==> src/sv/tcgr_pkg.sv <==
package tcgr_pkg;

	localparam int GLYPH_HEIGHT_DEF = 16;
	localparam int MAX_DIM = 4096;
	localparam int FONT_DEPTH = 4096;
	localparam int CELL_W = 8;

	localparam logic OP_LOAD = 1'b0;
	localparam logic OP_PRINT = 1'b1;

	localparam logic [7:0] CHR_BS = 8'd8;
	localparam logic [7:0] CHR_LF = 8'd10;
	localparam logic [7:0] CHR_CR = 8'd13;

	localparam logic [1:0] KIND_GLYPH = 2'd0;
	localparam logic [1:0] KIND_ERASE = 2'd1;
	localparam logic [1:0] KIND_CLEAR = 2'd2;

	localparam logic [1:0] CFG_ENABLED = 2'd0;
	localparam logic [1:0] CFG_SCREEN_WIDTH = 2'd1;
	localparam logic [1:0] CFG_SCREEN_HEIGHT = 2'd2;

	localparam logic [12:0] RST_SCREEN_WIDTH = 13'd1024;
	localparam logic [12:0] RST_SCREEN_HEIGHT = 13'd768;

	typedef struct packed {
		logic op;
		logic [7:0] char_code;
		logic [3:0] glyph_row;
		logic [7:0] row_bits;
	} in_item_t;

	typedef struct packed {
		logic [1:0] kind;
		logic [11:0] pixel_x;
		logic [11:0] pixel_y;
		logic [7:0] pixel_mask;
		logic last;
	} out_item_t;

	typedef struct packed {
		logic enabled;
		logic [12:0] screen_width;
		logic [12:0] screen_height;
	} cfg_t;

	typedef enum logic [1:0] {
		CMD_LOAD,
		CMD_GLYPH,
		CMD_ERASE,
		CMD_CLEAR
	} cmd_kind_t;

	typedef struct packed {
		cmd_kind_t cmd;
		logic [7:0] code;
		logic [3:0] glyph_row;
		logic [7:0] row_bits;
		logic [11:0] x;
		logic [11:0] y;
		logic clr;
	} cmd_t;

	typedef enum logic [1:0] {
		BK_IDLE,
		BK_ROWS,
		BK_CLEAR
	} bk_state_t;

endpackage

==> src/sv/tcgr_queue.sv <==
module tcgr_queue import tcgr_pkg::*; (
	input logic clk,
	input logic arst_n,
	input logic push,
	input cmd_t push_cmd,
	output logic full,
	input logic pop,
	output logic valid,
	output cmd_t head
);

	cmd_t mem_q [2];
	logic wr_q, rd_q;
	logic [1:0] cnt_q;

	assign full = cnt_q == 2'd2;
	assign valid = cnt_q != 2'd0;
	assign head = mem_q[rd_q];

	always_ff @(posedge clk) begin
		if (push) begin
			mem_q[wr_q] <= push_cmd;
		end
	end

	always_ff @(posedge clk or negedge arst_n) begin
		if (!arst_n) begin
			wr_q <= 1'b0;
			rd_q <= 1'b0;
			cnt_q <= '0;
		end else begin
			if (push) wr_q <= ~wr_q;
			if (pop) rd_q <= ~rd_q;
			case ({push, pop})
				2'b10: cnt_q <= cnt_q + 2'd1;
				2'b01: cnt_q <= cnt_q - 2'd1;
				default: cnt_q <= cnt_q;
			endcase
		end
	end

endmodule

==> config.mk <==
export PLATFORM = sky130hd
export DESIGN_NAME = tcgr_queue
export DESIGN_NICKNAME = d
export VERILOG_FILES = /design/src/sv/tcgr_pkg.sv /design/src/sv/tcgr_queue.sv
export SDC_FILE = /design/constraint.sdc
export NUM_CORES = 1
export LEC_CHECK = 0
export BUFFER_PORTS_ARGS = -buffer_cell sky130_fd_sc_hd__buf_4
export CORE_MARGIN = 10
export CORE_UTILIZATION = 55
export CTS_CLUSTER_DIAMETER = 80
export DETAILED_ROUTE_END_ITERATION = 16
export PLACE_DENSITY = 0.83
export SYNTH_ARGS = -nofsm -noshare
export SYNTH_HDL_FRONTEND = slang
export SYNTH_SLANG_ARGS = --single-unit
==> constraint.sdc <==
create_clock -name clk -period 6 [get_ports clk]
set_input_delay 0.6 -clock clk [delete_from_list [all_inputs] [get_ports clk]]
set_output_delay 0.6 -clock clk [all_outputs]
set_load 0.02 [all_outputs]
==> impl_metrics.toml <==
[run_status]
status = "finished, final reports clean"

[grt]
busiest_layer = "met2"
grt_usage_pct = 13.3
grt_pass1_vias = 2046
antenna_found_initial = 0
gr-total-overflow = 0
met2_usage_pct = 21.5
grt_use_met1_pct = 14.5
grt_pass1_wl_um = 10500
grt_max_degree = 48
use_met3_pct = 7.96

[sta]
skew_ns = 0.00393
setup_slack_ns = 3.25
fmax_ghz = 0.363
fin_tns_setup_ns = 0
holdWs_ns = 0.0301
period_share_pct = 45.9
slew_headroom_pct = 24.4
finalHoldViolCount = 0
rsz0062_at_grt = "false"
fin_crit_ns = 2.75
maxSlewViolCount = 0
setup_viol = 0
worstMarginPinSlew_ns = 1.13

[worst_setup_path]
r2r_slack_ns = 4.23
endpoint_kind = "primary output"
crit_type = "reg -> out"
r2r-end = "mem_q[1][16]"
timing.rr.start = "wr_q"
r2r_cells = 1
critPathMaxFanout = 29
worstPathArrival_ns = 2.15
cp-start-kind = "flip-flop"
critical_path_required_ns = 5.40

[detailed_routing]
drt_iter0_markers = 80
wl_um = 6650
drc = 0
wl_per_cell_um = 18.9
vias = 1786
ant_nets = 0
drt-vias-per-instance = 5.09
drt_pass1_iterations = 4

[run]
cap_violations = 0

[floorplan]
io_pins = 100
die_h_um = 102
core_sq_um = 6420
fp-row-count = 29
start_util_pct = 56.9
die_area_sq_um = 10300
die_w_um = 102

[layout]
fin_cells = 351
fin_nets = 321
antennaDiodeCount = 0
final_layout_size_suffix_gt1_share_pct = 60.2
final_util_pct = 72.3
area_delta_synth_final_pct = 26.9

[power_and_ir_drop]
power.density_nw_per_um2 = 460
p_leak_uw = 0.00180
ir_drop_v = 0.000325

[clock_tree]
numCtsBuffers = 9
ctsRootBufferMaster = "clkbuf_8"
clock_sinks = 98
cts_setup_buffers = 0
cts_tree = "yes"
cts.reportedPaths.clkPinSlew_ns = 0.09
insertion_delay_ns = 0.35
cts.htree.levels = 3
ctsResizeCount = 0
clock_path_buffers = 2
ctsHoldBuffers = 0

[logic_synthesis]
syn_nets = 214
netlist_instances = 162
synth_cell_type_count = 14
ys_ff_latch = 98
synth-seq-area-share_pct = 79.9
netlist_area_sq_um = 3660
yosys.area.top_type = "edfxtp_1"
synth_top_area_share_pct = 77.2
ys_top_cells_by_area = "edfxtp_1 (77%), mux2_2 (8.3%), mux2_4 (8.2%), dfrtp_1 (2.7%), buf_6 (0.92%)"
yosysWarningCount = 0
syn_area_per_cell_sq_um = 22.6

[placement]
dp_hpwl_um = 4800
gp_congestion = 0.681
io_buffers = 99
dp_slack_ns = 3.60
dp_cells = 335

[min_path]
hold_class = "in -> async"
[through the flow]
step | total power [uW] | area [sq um]
6_report | 2140 | 4640
5_1_grt | 2250 | 4640
4_1_cts | 2170 | 4640
3_5_place_dp | 1810 | 4480
3_3_place_gp | 1800 | 4480
2_1_floorplan | 1510 | 3660
[critical path, cell delays in order (launching register included)]
cell     delay [ns]
dfrtp_2        0.75
buf_4          0.47
mux2_2         0.40
buf_4          0.16
[registers in the layout (all words and copies together) (netlist names)]
name / cells
mem_q: 94
wr_q: 1
rd_q: 1
cnt_q: 2
[Yosys cell counts, drive strengths merged]
cell type	count
buf	5
mux2	47
xnor2	2
and2	1
ha	1
xor2	3
edfxtp	94
dfrtp	4
inv	1
nor2	2
nor2b	1
or2	1
[layout make-up]
class	count	area [sq um]
Timing Repair Buffer	101	758
Clock inverter	5	31.3
Inverter	1	3.75
Multi-Input combinational cell	58	696
Fill cell	425	1780
Sequential cell	98	2920
Tap cell	77	96.3
Clock buffer	11	131
[cell usage in the layout, fill, tap and decap left out]
cell | Yosys | routed
ha_1 | 1 | 1
nor2_4 | 0 | 1
clkbuf_1 | 0 | 2
dfrtp_2 | 0 | 1
clkinv_2 | 0 | 1
clkbuf_8 | 0 | 9
edfxtp_1 | 94 | 94
dfrtp_1 | 4 | 3
inv_1 | 1 | 1
clkinvlp_4 | 0 | 3
and2_2 | 0 | 1
clkinv_1 | 0 | 1
nor2b_1 | 1 | 1
nor2_1 | 2 | 1
mux2_4 | 20 | 20
xnor2_1 | 2 | 2
or2_2 | 1 | 1
buf_4 | 0 | 101
xor2_1 | 3 | 3
mux2_2 | 27 | 27
[logic make-up (layout without fill, tap and decap cells)]
logic type | Yosys count | count (layout) | share of synthesized area, %
flip-flops | 98 | 98 | 79.9
multiplexers | 47 | 47 | 16.5
buffers and inverters | 6 | 118 | 1.30
XOR/XNOR | 5 | 5 | 1.20
AND/OR/NAND/NOR | 5 | 5 | 0.719
adder cells (fa/ha/maj) | 1 | 1 | 0.342
[worst max path at each step]
stage | from | endpoint | slack [ns] | depth (start not counted)
3_3_place_gp | rd_q | head[13] | 3.63 | 3
5_1_grt | rd_q | head[34] | 3.11 | 3
2_1_floorplan | push | mem_q[0][0] | 2.92 | 2
3_5_place_dp | rd_q | head[34] | 3.60 | 3
4_1_cts | rd_q | head[34] | 3.21 | 3
6_report | rd_q | head[34] | 3.25 | 3
[power by group]
part / switching [uW] / internal [uW] / total [uW] / leakage [uW]
Sequential: 70.2 / 911 / 981 / 0.000928
Combinational: 408 / 391 / 799 / 0.000799
Clock: 209 / 149 / 358 / 0.0000730
[layer usage]
| metal | routed length (um) | vias to the layer above |
|---|---|---|
| met5 | 0 | - |
| met4 | 0 | 0 |
| met3 | 858 | 0 |
| met2 | 3240 | 81 |
| met1 | 2550 | 862 |
| li1 | - | 843 |
Power figures use the tool's default switching activity.
