### config.mk
export PLATFORM = sky130hd
export DESIGN_NAME = tcgr_front
export DESIGN_NICKNAME = d
export VERILOG_FILES = /design/src/sv/tcgr_pkg.sv /design/src/sv/tcgr_front.sv
export SDC_FILE = /design/constraint.sdc
export NUM_CORES = 1
export LEC_CHECK = 0
export BUFFER_PORTS_ARGS = -buffer_cell sky130_fd_sc_hd__buf_2
export CORE_MARGIN = 5
export CORE_UTILIZATION = 36
export CTS_CLUSTER_DIAMETER = 150
export DETAILED_ROUTE_END_ITERATION = 12
export SLEW_MARGIN = 5
export SYNTH_ARGS = -nofsm -noshare
export SYNTH_HDL_FRONTEND = slang
export SYNTH_SLANG_ARGS = --single-unit
export TNS_END_PERCENT = 30
### constraint.sdc
create_clock -name clk -period 6 [get_ports clk]
set_input_delay 0.3 -clock clk [delete_from_list [all_inputs] [get_ports clk]]
set_output_delay 0.3 -clock clk [all_outputs]
set_load 0.1 [all_outputs]
### src/sv/tcgr_pkg.sv
package tcgr_pkg;

	localparam int GLYPH_HEIGHT_DEF = 16;
	localparam int MAX_DIM = 4096;
	localparam int FONT_DEPTH = 4096;
	localparam int CELL_W = 8;

	localparam logic OP_LOAD = 1'b0;
	localparam logic OP_PRINT = 1'b1;

	localparam logic [7:0] CHR_BS = 8'd8;
	localparam logic [7:0] CHR_LF = 8'd10;
	localparam logic [7:0] CHR_CR = 8'd13;

	localparam logic [1:0] KIND_GLYPH = 2'd0;
	localparam logic [1:0] KIND_ERASE = 2'd1;
	localparam logic [1:0] KIND_CLEAR = 2'd2;

	localparam logic [1:0] CFG_ENABLED = 2'd0;
	localparam logic [1:0] CFG_SCREEN_WIDTH = 2'd1;
	localparam logic [1:0] CFG_SCREEN_HEIGHT = 2'd2;

	localparam logic [12:0] RST_SCREEN_WIDTH = 13'd1024;
	localparam logic [12:0] RST_SCREEN_HEIGHT = 13'd768;

	typedef struct packed {
		logic op;
		logic [7:0] char_code;
		logic [3:0] glyph_row;
		logic [7:0] row_bits;
	} in_item_t;

	typedef struct packed {
		logic [1:0] kind;
		logic [11:0] pixel_x;
		logic [11:0] pixel_y;
		logic [7:0] pixel_mask;
		logic last;
	} out_item_t;

	typedef struct packed {
		logic enabled;
		logic [12:0] screen_width;
		logic [12:0] screen_height;
	} cfg_t;

	typedef enum logic [1:0] {
		CMD_LOAD,
		CMD_GLYPH,
		CMD_ERASE,
		CMD_CLEAR
	} cmd_kind_t;

	typedef struct packed {
		cmd_kind_t cmd;
		logic [7:0] code;
		logic [3:0] glyph_row;
		logic [7:0] row_bits;
		logic [11:0] x;
		logic [11:0] y;
		logic clr;
	} cmd_t;

	typedef enum logic [1:0] {
		BK_IDLE,
		BK_ROWS,
		BK_CLEAR
	} bk_state_t;

endpackage

### src/sv/tcgr_front.sv
module tcgr_front import tcgr_pkg::*; #(
	parameter int GLYPH_HEIGHT = GLYPH_HEIGHT_DEF
) (
	input logic clk,
	input logic arst_n,
	input cfg_t cfg,
	input logic item_valid,
	output logic item_stall,
	input in_item_t item,
	input logic q_full,
	output logic push,
	output cmd_t push_cmd
);

	localparam logic [12:0] GH13 = 13'(GLYPH_HEIGHT);
	localparam logic [11:0] GH12 = 12'(GLYPH_HEIGHT);
	localparam logic [12:0] CW13 = 13'(CELL_W);
	localparam logic [11:0] CW12 = 12'(CELL_W);

	logic [11:0] col_q, line_q;
	logic [12:0] w, h, x1, y1, x2, y2;
	logic [11:0] bx, by, nx, ny;
	logic ovf, accept, is_move, is_print;

	assign item_stall = q_full;
	assign accept = item_valid && !q_full;
	assign is_print = item.op == OP_PRINT;

	always_comb begin
		if (cfg.screen_width < CW13) w = CW13;
		else if (cfg.screen_width > 13'(MAX_DIM)) w = 13'(MAX_DIM);
		else w = cfg.screen_width;
		if (cfg.screen_height < 13'd16) h = 13'd16;
		else if (cfg.screen_height > 13'(MAX_DIM)) h = 13'(MAX_DIM);
		else h = cfg.screen_height;
	end

	always_comb begin
		bx = col_q;
		by = line_q;
		if (col_q >= CW12) begin
			bx = col_q - CW12;
		end else if (line_q >= GH12) begin
			by = line_q - GH12;
			bx = 12'(w - CW13);
		end
	end

	always_comb begin
		is_move = item.char_code inside {CHR_LF, CHR_CR};
		case (item.char_code)
			CHR_LF: begin
				x1 = '0;
				y1 = {1'b0, line_q} + GH13;
			end
			CHR_CR: begin
				x1 = '0;
				y1 = {1'b0, line_q};
			end
			default: begin
				x1 = {1'b0, col_q} + CW13;
				y1 = {1'b0, line_q};
			end
		endcase
		if (x1 + CW13 > w) begin
			x2 = '0;
			y2 = y1 + GH13;
		end else begin
			x2 = x1;
			y2 = y1;
		end
		ovf = (y2 + GH13) > h;
		nx = ovf ? '0 : x2[11:0];
		ny = ovf ? '0 : y2[11:0];
	end

	always_comb begin
		push_cmd.code = item.char_code;
		push_cmd.glyph_row = item.glyph_row;
		push_cmd.row_bits = item.row_bits;
		push_cmd.x = col_q;
		push_cmd.y = line_q;
		push_cmd.clr = ovf;
		push = 1'b0;
		if (!is_print) begin
			push_cmd.cmd = CMD_LOAD;
			push = accept;
		end else if (item.char_code == CHR_BS) begin
			push_cmd.cmd = CMD_ERASE;
			push_cmd.x = bx;
			push_cmd.y = by;
			push_cmd.clr = 1'b0;
			push = accept && cfg.enabled;
		end else if (is_move) begin
			push_cmd.cmd = CMD_CLEAR;
			push = accept && cfg.enabled && ovf;
		end else begin
			push_cmd.cmd = CMD_GLYPH;
			push = accept && cfg.enabled;
		end
	end

	always_ff @(posedge clk or negedge arst_n) begin
		if (!arst_n) begin
			col_q <= '0;
			line_q <= '0;
		end else if (accept && is_print && cfg.enabled) begin
			if (item.char_code == CHR_BS) begin
				col_q <= bx;
				line_q <= by;
			end else begin
				col_q <= nx;
				line_q <= ny;
			end
		end
	end

endmodule

==> flow_summary_export.csv, run 1 <==
group,metric,value,unit
run_status,status,"complete, but fails checks",
run_status,violations,"hold timing",
yosys,ys_seq_elements,20,
sta,tightest_slew,908.2,ps
worst_setup_path,cp_max_fo,5,
clock_network,clk-insertion-delay-late,280,ps
sta,setup_violations,0,
yosys,synth.top_cell.area_share,13.20,%
clock_network,cts_buffer_depth,2,
sta,slew_viol_final,0,
cells_and_area,num_antenna_cells,0,
clock_network,hold_buffers,0,
worst_setup_path,cp_data_required_time,5700,ps
yosys,ys_async_sr_fraction,100.0,%
die,design.core.area,10280,µm²
sta,fin_tns_setup,0,ps
route,drc,0,
worst_setup_path,ff2ff_path_depth,28,
route,drt_iter0_markers,272,
cells_and_area,fin_area,4522,µm²
yosys,dominantRegCellSynth,"dfrtp_1",
global_route,grt.overflow.total,0,
placement,port_buffers,72,
clock_network,clk_pin_slew,100,ps
cells_and_area,fin_util,44.00,%
route,dr_total_vias,4271,
worst_setup_path,cpMaxStageDelayCell,"dfrtp_2",
clock_network,cts.sinks,20,
sta,finalCritPeriodShare,96.60,%
sta,maxSlewHeadroom,39.23,%
die,start_util,36.89,%
sta,finClkSkew,15.74,ps
pwr,power_density,332.7,nW/µm²
sta,holdWs,-19.42,ps
placement,place.gp.congestion,0.9657,
route,first_pass_iters,5,
route,routed_wl,12450,µm
yosys,syn_avg_cell_area,7.034,µm²
placement,place_ws,-16.47,ps
sta,min_period,5796,ps
hold_path,holdCritPathClass,"input port to asynchronous set/reset pin",
placement,post_dp_cell_area,4234,µm²
global_route,grtUsageTotal,18.24,%
pwr,leakage,1.916,nW
worst_setup_path,slowest_delay,440,ps
pwr,ir_drop,0.2073,mV
die,pin_count,101,
worst_setup_path,arrival,5500,ps
die,die_area,12680,µm²
yosys,yosys-top-cells-area,"dfrtp_1, ha_1, nand2_1, xnor2_1, buf_4",
clock_network,cts_tree,"built",
worst_setup_path,critPathCaptureType,"primary output",
route,drt-vias-per-instance,5.883,
cells_and_area,drive_above_1_share,24.58,%
clock_network,cts_buffers,3,
die,row_count,37,
yosys,syn_area,3791,µm²
flow_run,maxCapViolations,0,
pwr,power,1.504,mW
yosys,yosysTopAreaCell,"dfrtp_1",
die,die_w,112.6,µm
sta,worst_slack,204.1,ps
worst_setup_path,critical_path_class,"register to primary output",
yosys,ys_types,72,
yosys,synth_seq_area_share,13.20,%
cells_and_area,fillers,1061,
cells_and_area,final_net_count,674,
global_route,grt_pass1_wl,19420,µm
die,die_h,112.6,µm
global_route,antenna_found_initial,0,
yosys,synth_edf_count,0,
yosys,syn_inst,539,
route,wl_per_cell,17.14,µm
global_route,grt_max_degree,24,
global_route,grt_pass1_vias,4064,
worst_setup_path,start_kind,"register",
route,ant_nets,0,
yosys,synth_warnings,0,
clock_network,root_buffer,"clkbuf_8",
sta,hold_viol,20,
clock_network,cts_htree_levels,1,
sta,fmax,0.1725,GHz
cells_and_area,syn_to_final_growth,19.27,%
placement,dp_hpwl,9532,µm
## path summary, 6_finish.rpt
kind | start | endpoint | slack [ps]
max in group asynchronous | arst_n | col_q[7]$_DFFE_PN0P_ | 5650
max | col_q[4]$_DFFE_PN0P_ | push | 200
max reg2reg | col_q[4]$_DFFE_PN0P_ | col_q[11]$_DFFE_PN0P_ | 340
min reg2reg | col_q[2]$_DFFE_PN0P_ | col_q[2]$_DFFE_PN0P_ | 550
min in group clk | cfg[15] | col_q[2]$_DFFE_PN0P_ | 480
min | arst_n | line_q[4]$_DFFE_PN0P_ | -20
## worst max-delay path, delay by kind of cell, from the launching register on
kind,cells,cell delay [ps]
flops,1,440
simple gates,9,1210
xor+xnor,1,90
fa+ha+maj,4,1060
compound gates,10,1980
buf+inv,3,420
## per-layer routing
metal / wire length, µm / global-route usage [%] / up-vias
met1: 5072 / 21.72 / 2041
met3: 618 / 1.348 / 41
met4: 399 / 6.010 / 0
li1: - / - / 2033
met5: 0 / 0 / -
met2: 6354 / 34.24 / 156
## report_power, final
| part | internal (mW) | switching (mW) |
|---|---|---|
| registers | 0.160 | 0.0738 |
| logic | 0.404 | 0.721 |
| clock network | 0.0893 | 0.0554 |
| total | 0.654 | 0.850 |
## registers in the layout (all words and copies together) (netlist names)
signal and flops:
col_q 12, line_q 8
## placed cells by master (no fill, tap or decap), types with 7 or more instances in the layout
cell / synthesis / layout
nand2_1: 87 / 87
buf_2: 2 / 70
nor2_1: 34 / 33
o21ai_0: 33 / 31
xnor2_1: 31 / 30
a21oi_1: 30 / 29
ha_1: 31 / 27
buf_4: 25 / 23
xor2_1: 19 / 19
dfrtp_1: 20 / 18
nor3_1: 19 / 16
nand3_1: 19 / 16
inv_1: 17 / 15
nand4_1: 12 / 12
and3_1: 9 / 9
or3_1: 7 / 7
## metrics by stage
| stage | hold slack, ps | cells |
|---|---|---|
| 6_report | -19.42 | 726 |
| 5_1_grt | 26.09 | 726 |
| 4_1_cts | 2.483 | 719 |
| 3_5_place_dp | 303.7 | 715 |
| 3_3_place_gp | 286.4 | 715 |
| 2_1_floorplan | 4.409 | 542 |
## synthesized netlist by cell type (3+ instances only)
library cell and n:
a31oi_1 4, nor2_1 34, a22o_1 6, nor2b_1 3, a21oi_1 30, xnor2_1 31
ha_1 31, buf_4 25, mux2_2 3, nand2_1 87, and2_1 7, nand3_1 19
inv_1 17, nand4_1 12, dfrtp_1 20, or4_1 5, o22ai_1 5, xor2_1 19
a32oi_1 3, o31ai_1 6, nor3_1 19, o21a_1 3, and3_1 9, o21ai_0 33
clkbuf_1 24, o2bb2ai_1 4, or3_1 7, o32a_1 3, o221ai_1 3, a21o_1 4
a21boi_0 3, nor4_1 5
## area by class of cell
cell class | count | area [µm²] | share of cell area [%]
clock buffer | 3 | 41.29 | 0.9131
clock inverter | 1 | 30.03 | 0.6641
tap | 136 | 170.2 | 3.763
sequential | 20 | 503.0 | 11.12
timing repair buffer | 98 | 633.1 | 14.00
multi-input combinational | 450 | 3077 | 68.04
inverter | 18 | 67.56 | 1.494
## repair_timing
item | CTS | global route
pin swaps | 1 | 11
endpoints found under the setup margin | 1 | 16
gates cloned | 0 | 2
buffers inserted | 0 | 5
gates resized for setup | 3 | 26
## cells by family after synthesis
family / Yosys count / synth area share (%)
buffers and inverters: 72 / 9.703
multiplexers: 5 / 1.419
XOR/XNOR: 50 / 11.55
AND/OR/NAND/NOR: 231 / 30.92
AO/OA/AOI/OAI: 129 / 22.87
adder cells (fa/ha/maj): 31 / 10.23
other: 1 / 0.09891
flip-flops: 20 / 13.20
Power figures use the tool's default switching activity.
==> inputs of run 2 (changes only) <==
--- a/config.mk
+++ b/config.mk
@@ -10,6 +10,8 @@
 export CORE_UTILIZATION = 36
 export CTS_CLUSTER_DIAMETER = 150
 export DETAILED_ROUTE_END_ITERATION = 12
+export MAX_ROUTING_LAYER = met4
+export PLACE_DENSITY_LB_ADDON = 0.1
 export SLEW_MARGIN = 5
 export SYNTH_ARGS = -nofsm -noshare
 export SYNTH_HDL_FRONTEND = slang
==> flow_summary_export.csv, run 2 (synthesis gave the netlist of run 1 again) <==
group,metric,value,unit
cells_and_area,regMostFlops,"col_q",
route,drt_iter0_markers,227,
route,routed_wl,12670,µm
route,drc,0,
route,wl_per_cell,17.41,µm
pwr,p_seq_share,15.2,%
worst_setup_path,critical_path_class,"register to primary output",
global_route,grtUsageTotal,19.93,%
worst_setup_path,critPathBufInv,4,
pwr,power,1.401,mW
sta,slew_viol_final,0,
clock_network,cts_htree_levels,1,
pwr,internal_power,0.5777,mW
global_route,grt_pass1_wl,20160,µm
clock_network,cts_buffer_depth,2,
die,row_count,37,
die,pin_count,101,
flow_run,maxCapViolations,0,
worst_setup_path,cp_common_cell,"ha_1",
pwr,ir_drop,0.2463,mV
cells_and_area,fin_util,42.56,%
sta,tightest_slew,835.9,ps
run_status,violations,"hold timing",
pwr,power_density,320.2,nW/µm²
clock_network,cts.sinks,20,
pwr,combPwrFrac,77.0,%
global_route,grt_max_degree,24,
cells_and_area,layout_commonest_cell,"nand2_1",
die,die_w,112.6,µm
global_route,grt.overflow.total,0,
worst_setup_path,cp_top_family,"simple AND/OR/NAND/NOR gates",
sta,finalCritPeriodShare,94.46,%
sta,hold_viol,20,
run_status,status,"complete, but fails checks",
route,ant_nets,0,
global_route,grt_pass1_vias,3963,
pwr,p_clk_share,7.8,%
route,first_pass_iters,5,
clock_network,clk-insertion-delay-late,270,ps
placement,port_buffers,72,
clock_network,hold_buffers,0,
worst_setup_path,cpMaxStageDelayCell,"dfrtp_2",
hold_path,holdCritPathClass,"input port to asynchronous set/reset pin",
cells_and_area,drive_above_1_share,22.13,%
die,die_h,112.6,µm
route,dr_total_vias,4086,
clock_network,root_buffer,"clkbuf_8",
cells_and_area,layout.cells.non_filler,728,
cells_and_area,syn_to_final_growth,15.38,%
worst_setup_path,crit_cells,28,
worst_setup_path,cp_data_required_time,5700,ps
cells_and_area,final_net_count,676,
sta,setup_violations,0,
worst_setup_path,arrival,5370,ps
route,drt-vias-per-instance,5.613,
pwr,leakage,1.873,nW
sta,finClkSkew,5.031,ps
pwr,p_switching,0.8231,mW
sta,maxSlewHeadroom,43.97,%
worst_setup_path,cp_max_fo,10,
sta,holdWs,-11.70,ps
die,start_util,36.89,%
worst_setup_path,slowest_delay,420,ps
pwr,p_sw_share,58.76,%
cells_and_area,largest_register_ffs,12,
die,design.core.area,10280,µm²
worst_setup_path,critPathCaptureType,"primary output",
worst_setup_path,ff2ff_path_depth,27,
die,die_area,12680,µm²
global_route,antenna_found_initial,0,
clock_network,clk_pin_slew,80,ps
worst_setup_path,start_kind,"register",
worst_setup_path,r2r_slack,500,ps
cells_and_area,final_cell_mix,"nand2_1, buf_2, nor2_1",
placement,dp_hpwl,10260,µm
clock_network,cts_tree,"built",
sta,min_period,5668,ps
cells_and_area,reg_top3,"col_q x12, line_q x8",
clock_network,cts_buffers,3,
placement,place.gp.congestion,0.9330,
cells_and_area,num_antenna_cells,0,
placement,place_inst,719,
sta,fmax,0.1764,GHz
==> run 2: cell types whose count changed in the layout (fill, tap and decap cells not counted), moves of 3 or more <==
cell and change:
ha_1 +4, buf_4 +4, nand3_1 +3, nand3_2 -3
==> run 2: per-layer routing <==
metal / share of wire (%) / track usage (%)
met1: 41 / 23.10
met2: 53 / 36.73
met3: 3.4 / 1.186
met4: 2.4 / 5.849
met5: 0 / -
==> run 2: area by class of cell <==
cell class,instances,area [µm²]
fill,1132,5903
multi-input combinational,450,2973
timing repair buffer,100,604.3
sequential,20,504.2
tap,136,170.2
inverter,18,67.56
clock buffer,4,55.05
==> run 2: timing repair <==
| action | in CTS | in global routing |
|---|---|---|
| setup buffers | 0 | 5 |
| gates resized for setup | 2 | 8 |
| endpoints found under the hold margin | 0 | 0 |
| endpoints found under the setup margin | 1 | 15 |
| pin swaps | 0 | 2 |
==> run 2: through the flow <==
step	TNS (ps)	hold slack (ps)	setup slack [ps]	cell area, µm²
after detailed placement	0	297.3	70.58	4252
after global routing	-24.52	27.93	-24.52	4374
after floorplan	-97.48	4.409	-97.48	3819
final	0	-11.70	332.3	4374
after global placement	0	297.1	105.0	4252
after CTS	0	5.043	43.55	4310
==> run 2: worst register-to-register path: stages (launching register included) <==
cell	delay [ps]
dfrtp_2	420
inv_1	70
ha_1	320
and2_1	180
ha_1	190
nand3_1	100
nand2b_1	200
nor3_2	190
xnor2_1	100
ha_1	300
nand4_1	140
nor2_1	130
o31ai_1	70
a21oi_1	190
buf_6	170
mux2_2	370
ha_1	240
xnor2_1	140
ha_1	320
a21o_1	150
a21o_1	160
a21oi_1	160
o211a_1	220
o21ai_4	90
buf_4	170
nor2_1	290
a32oi_1	170
o21ai_0	150
==> run 2: power groups by stage <==
stage | Clock (mW) | Combinational (mW) | Sequential [mW]
floorplan | 0 | 0.829 | 0.178
global placement | 0 | 1.04 | 0.217
detailed placement | 0 | 1.04 | 0.216
CTS | 0.110 | 1.05 | 0.214
global route | 0.114 | 1.17 | 0.218
finish | 0.109 | 1.08 | 0.214
==> run 2: worst paths after layout <==
path                                 startpoint                     to
setup / recovery           col_q[4]$_DFFE_PN0P_                   push
max in group asynchronous                arst_n   col_q[6]$_DFFE_PN0P_
hold / removal                           arst_n  col_q[11]$_DFFE_PN0P_
hold reg to reg            col_q[1]$_DFFE_PN0P_   col_q[1]$_DFFE_PN0P_
min in group clk                        cfg[15]   col_q[2]$_DFFE_PN0P_
setup reg to reg           col_q[4]$_DFFE_PN0P_  col_q[11]$_DFFE_PN0P_
==> inputs of run 3 (changes only) <==
--- a/config.mk
+++ b/config.mk
@@ -11,7 +11,7 @@
 export CTS_CLUSTER_DIAMETER = 150
 export DETAILED_ROUTE_END_ITERATION = 12
 export MAX_ROUTING_LAYER = met4
-export PLACE_DENSITY_LB_ADDON = 0.1
+export PLACE_DENSITY_LB_ADDON = 0.08
 export SLEW_MARGIN = 5
 export SYNTH_ARGS = -nofsm -noshare
 export SYNTH_HDL_FRONTEND = slang
==> flow_summary_export.csv, run 3 (synthesis gave the netlist of run 1 again) <==
group,metric,value,unit
worst_setup_path,critical_path_class,"register to primary output",
worst_setup_path,r2r-end,"col_q[0]$_DFFE_PN0P_",
worst_setup_path,crit-reg2reg-launch,"col_q[3]$_DFFE_PN0P_",
cells_and_area,final_cell_mix,"nand2_1, buf_2, buf_4",
pwr,power_density,320.8,nW/µm²
sta,min_period,5698,ps
clock_network,cts.sinks,20,
worst_setup_path,cp_max_fo,7,
route,drt_iter0_markers,177,
worst_setup_path,cp_common_cell,"buf_4",
worst_setup_path,ff2ff_path_depth,31,
worst_setup_path,arrival,5400,ps
route,dr_total_vias,4122,
die,start_util,36.89,%
route,drc,0,
worst_setup_path,slowest_delay,410,ps
placement,post_dp_cell_area,4304,µm²
placement,dp_hpwl,10250,µm
placement,place_ws,28.00,ps
die,design.core.area,10280,µm²
placement,place.gp.congestion,0.8977,
sta,hold_viol,7,
run_status,status,"complete, but fails checks",
sta,finalCritPeriodShare,94.96,%
worst_setup_path,cpMaxStageDelayCell,"dfrtp_2",
die,die_h,112.6,µm
die,row_count,37,
worst_setup_path,start_kind,"register",
route,ant_nets,0,
global_route,grtUsageTotal,19.97,%
sta,setup_violations,0,
cells_and_area,largest_register_ffs,12,
route,wl_per_cell,17.41,µm
worst_setup_path,cp_data_required_time,5700,ps
flow_run,maxCapViolations,0,
cells_and_area,layout_commonest_cell,"nand2_1",
cells_and_area,fin_util,44.00,%
sta,tightest_slew,856.4,ps
run_status,violations,"hold timing",
cells_and_area,regMostFlops,"col_q",
cells_and_area,fin_area,4522,µm²
global_route,antenna_found_initial,0,
placement,port_buffers,72,
clock_network,cts_htree_levels,1,
route,drt-vias-per-instance,5.608,
sta,worst_slack,302.3,ps
global_route,grt_pass1_wl,20180,µm
sta,holdWs,-5.676,ps
sta,slew_viol_final,0,
pwr,power,1.451,mW
sta,maxSlewHeadroom,42.60,%
clock_network,cts_tree,"built",
die,die_area,12680,µm²
global_route,grt_pass1_vias,4128,
global_route,grt.overflow.total,0,
pwr,leakage,1.936,nW
cells_and_area,drive_above_1_share,25.21,%
cells_and_area,final_net_count,684,
cells_and_area,num_antenna_cells,0,
clock_network,clk_pin_slew,80,ps
clock_network,clk-insertion-delay-late,260,ps
route,first_pass_iters,4,
hold_path,holdCritPathClass,"input port to asynchronous set/reset pin",
clock_network,hold_buffers,0,
clock_network,root_buffer,"clkbuf_8",
sta,fmax,0.1755,GHz
die,pin_count,101,
cells_and_area,reg_top3,"col_q x12, line_q x8",
die,die_w,112.6,µm
sta,finClkSkew,1.585,ps
clock_network,cts_buffer_depth,2,
global_route,grt_max_degree,24,
route,routed_wl,12800,µm
worst_setup_path,critPathCaptureType,"primary output",
cells_and_area,syn_to_final_growth,19.27,%
worst_setup_path,r2r_slack,540,ps
pwr,ir_drop,0.2471,mV
clock_network,cts_buffers,3,
[run 3: what timing repair did]
item                       4_1_cts  5_1_grt
setup endpoints to repair        1       20
buffers inserted                 0        6
resized for setup                1       26
pin swaps                        0       13
[run 3: worst max-delay path by stage]
| stage | end | cells after the start | startpoint |
|---|---|---|---|
| floorplan | push_cmd[0] | 25 | item[17] |
| global placement | push | 30 | item[17] |
| detailed placement | push | 30 | item[17] |
| CTS | push | 28 | col_q[4]$_DFFE_PN0P_ |
| global route | push | 30 | col_q[3]$_DFFE_PN0P_ |
| finish | push | 30 | col_q[3]$_DFFE_PN0P_ |
[run 3: per-layer routing]
| metal | vias up | wire length [µm] | part of all wire (%) | global-route usage [%] |
|---|---|---|---|---|
| met5 | - | 0 | 0 | - |
| li1 | 2037 | - | - | - |
| met1 | 1973 | 5302 | 41 | 22.43 |
| met3 | 18 | 478 | 3.7 | 1.887 |
| met4 | 0 | 297 | 2.3 | 6.891 |
| met2 | 94 | 6720 | 53 | 36.69 |
[run 3: per-stage QoR]
step	hold WS [ps]	setup TNS [ps]	instances
after floorplan	4.409	-97.48	542
after detailed placement	304.6	0	726
after global routing	35.21	-65.84	735
final	-5.676	0	735
after global placement	297.6	0	726
after CTS	19.50	0	729
[run 3: final cells by class]
class / count / area (µm²)
well taps: 136 / 170.2
repair buffers: 108 / 664.4
multi-input cells: 450 / 3074
fillers: 1115 / 5756
inverters: 18 / 67.56
clock buffers: 3 / 41.29
flip-flops and latches: 20 / 504.2
[run 3: where the power goes]
part / internal, mW / switching (mW) / leakage (nW)
sequential: 0.161 / 0.0673 / 0.259
clock: 0.0449 / 0.0498 / 0.0216
combinational: 0.404 / 0.724 / 1.66
total: 0.610 / 0.841 / 1.94
[run 3: worst max-delay path: cells and delay by family, from the launching register on]
family / cells / cell delay, ps
XOR/XNOR: 3 / 430
AND/OR/NAND/NOR: 11 / 1640
adder cells (fa/ha/maj): 2 / 590
flip-flops: 1 / 410
AO/OA/AOI/OAI: 8 / 1090
buffers and inverters: 6 / 940
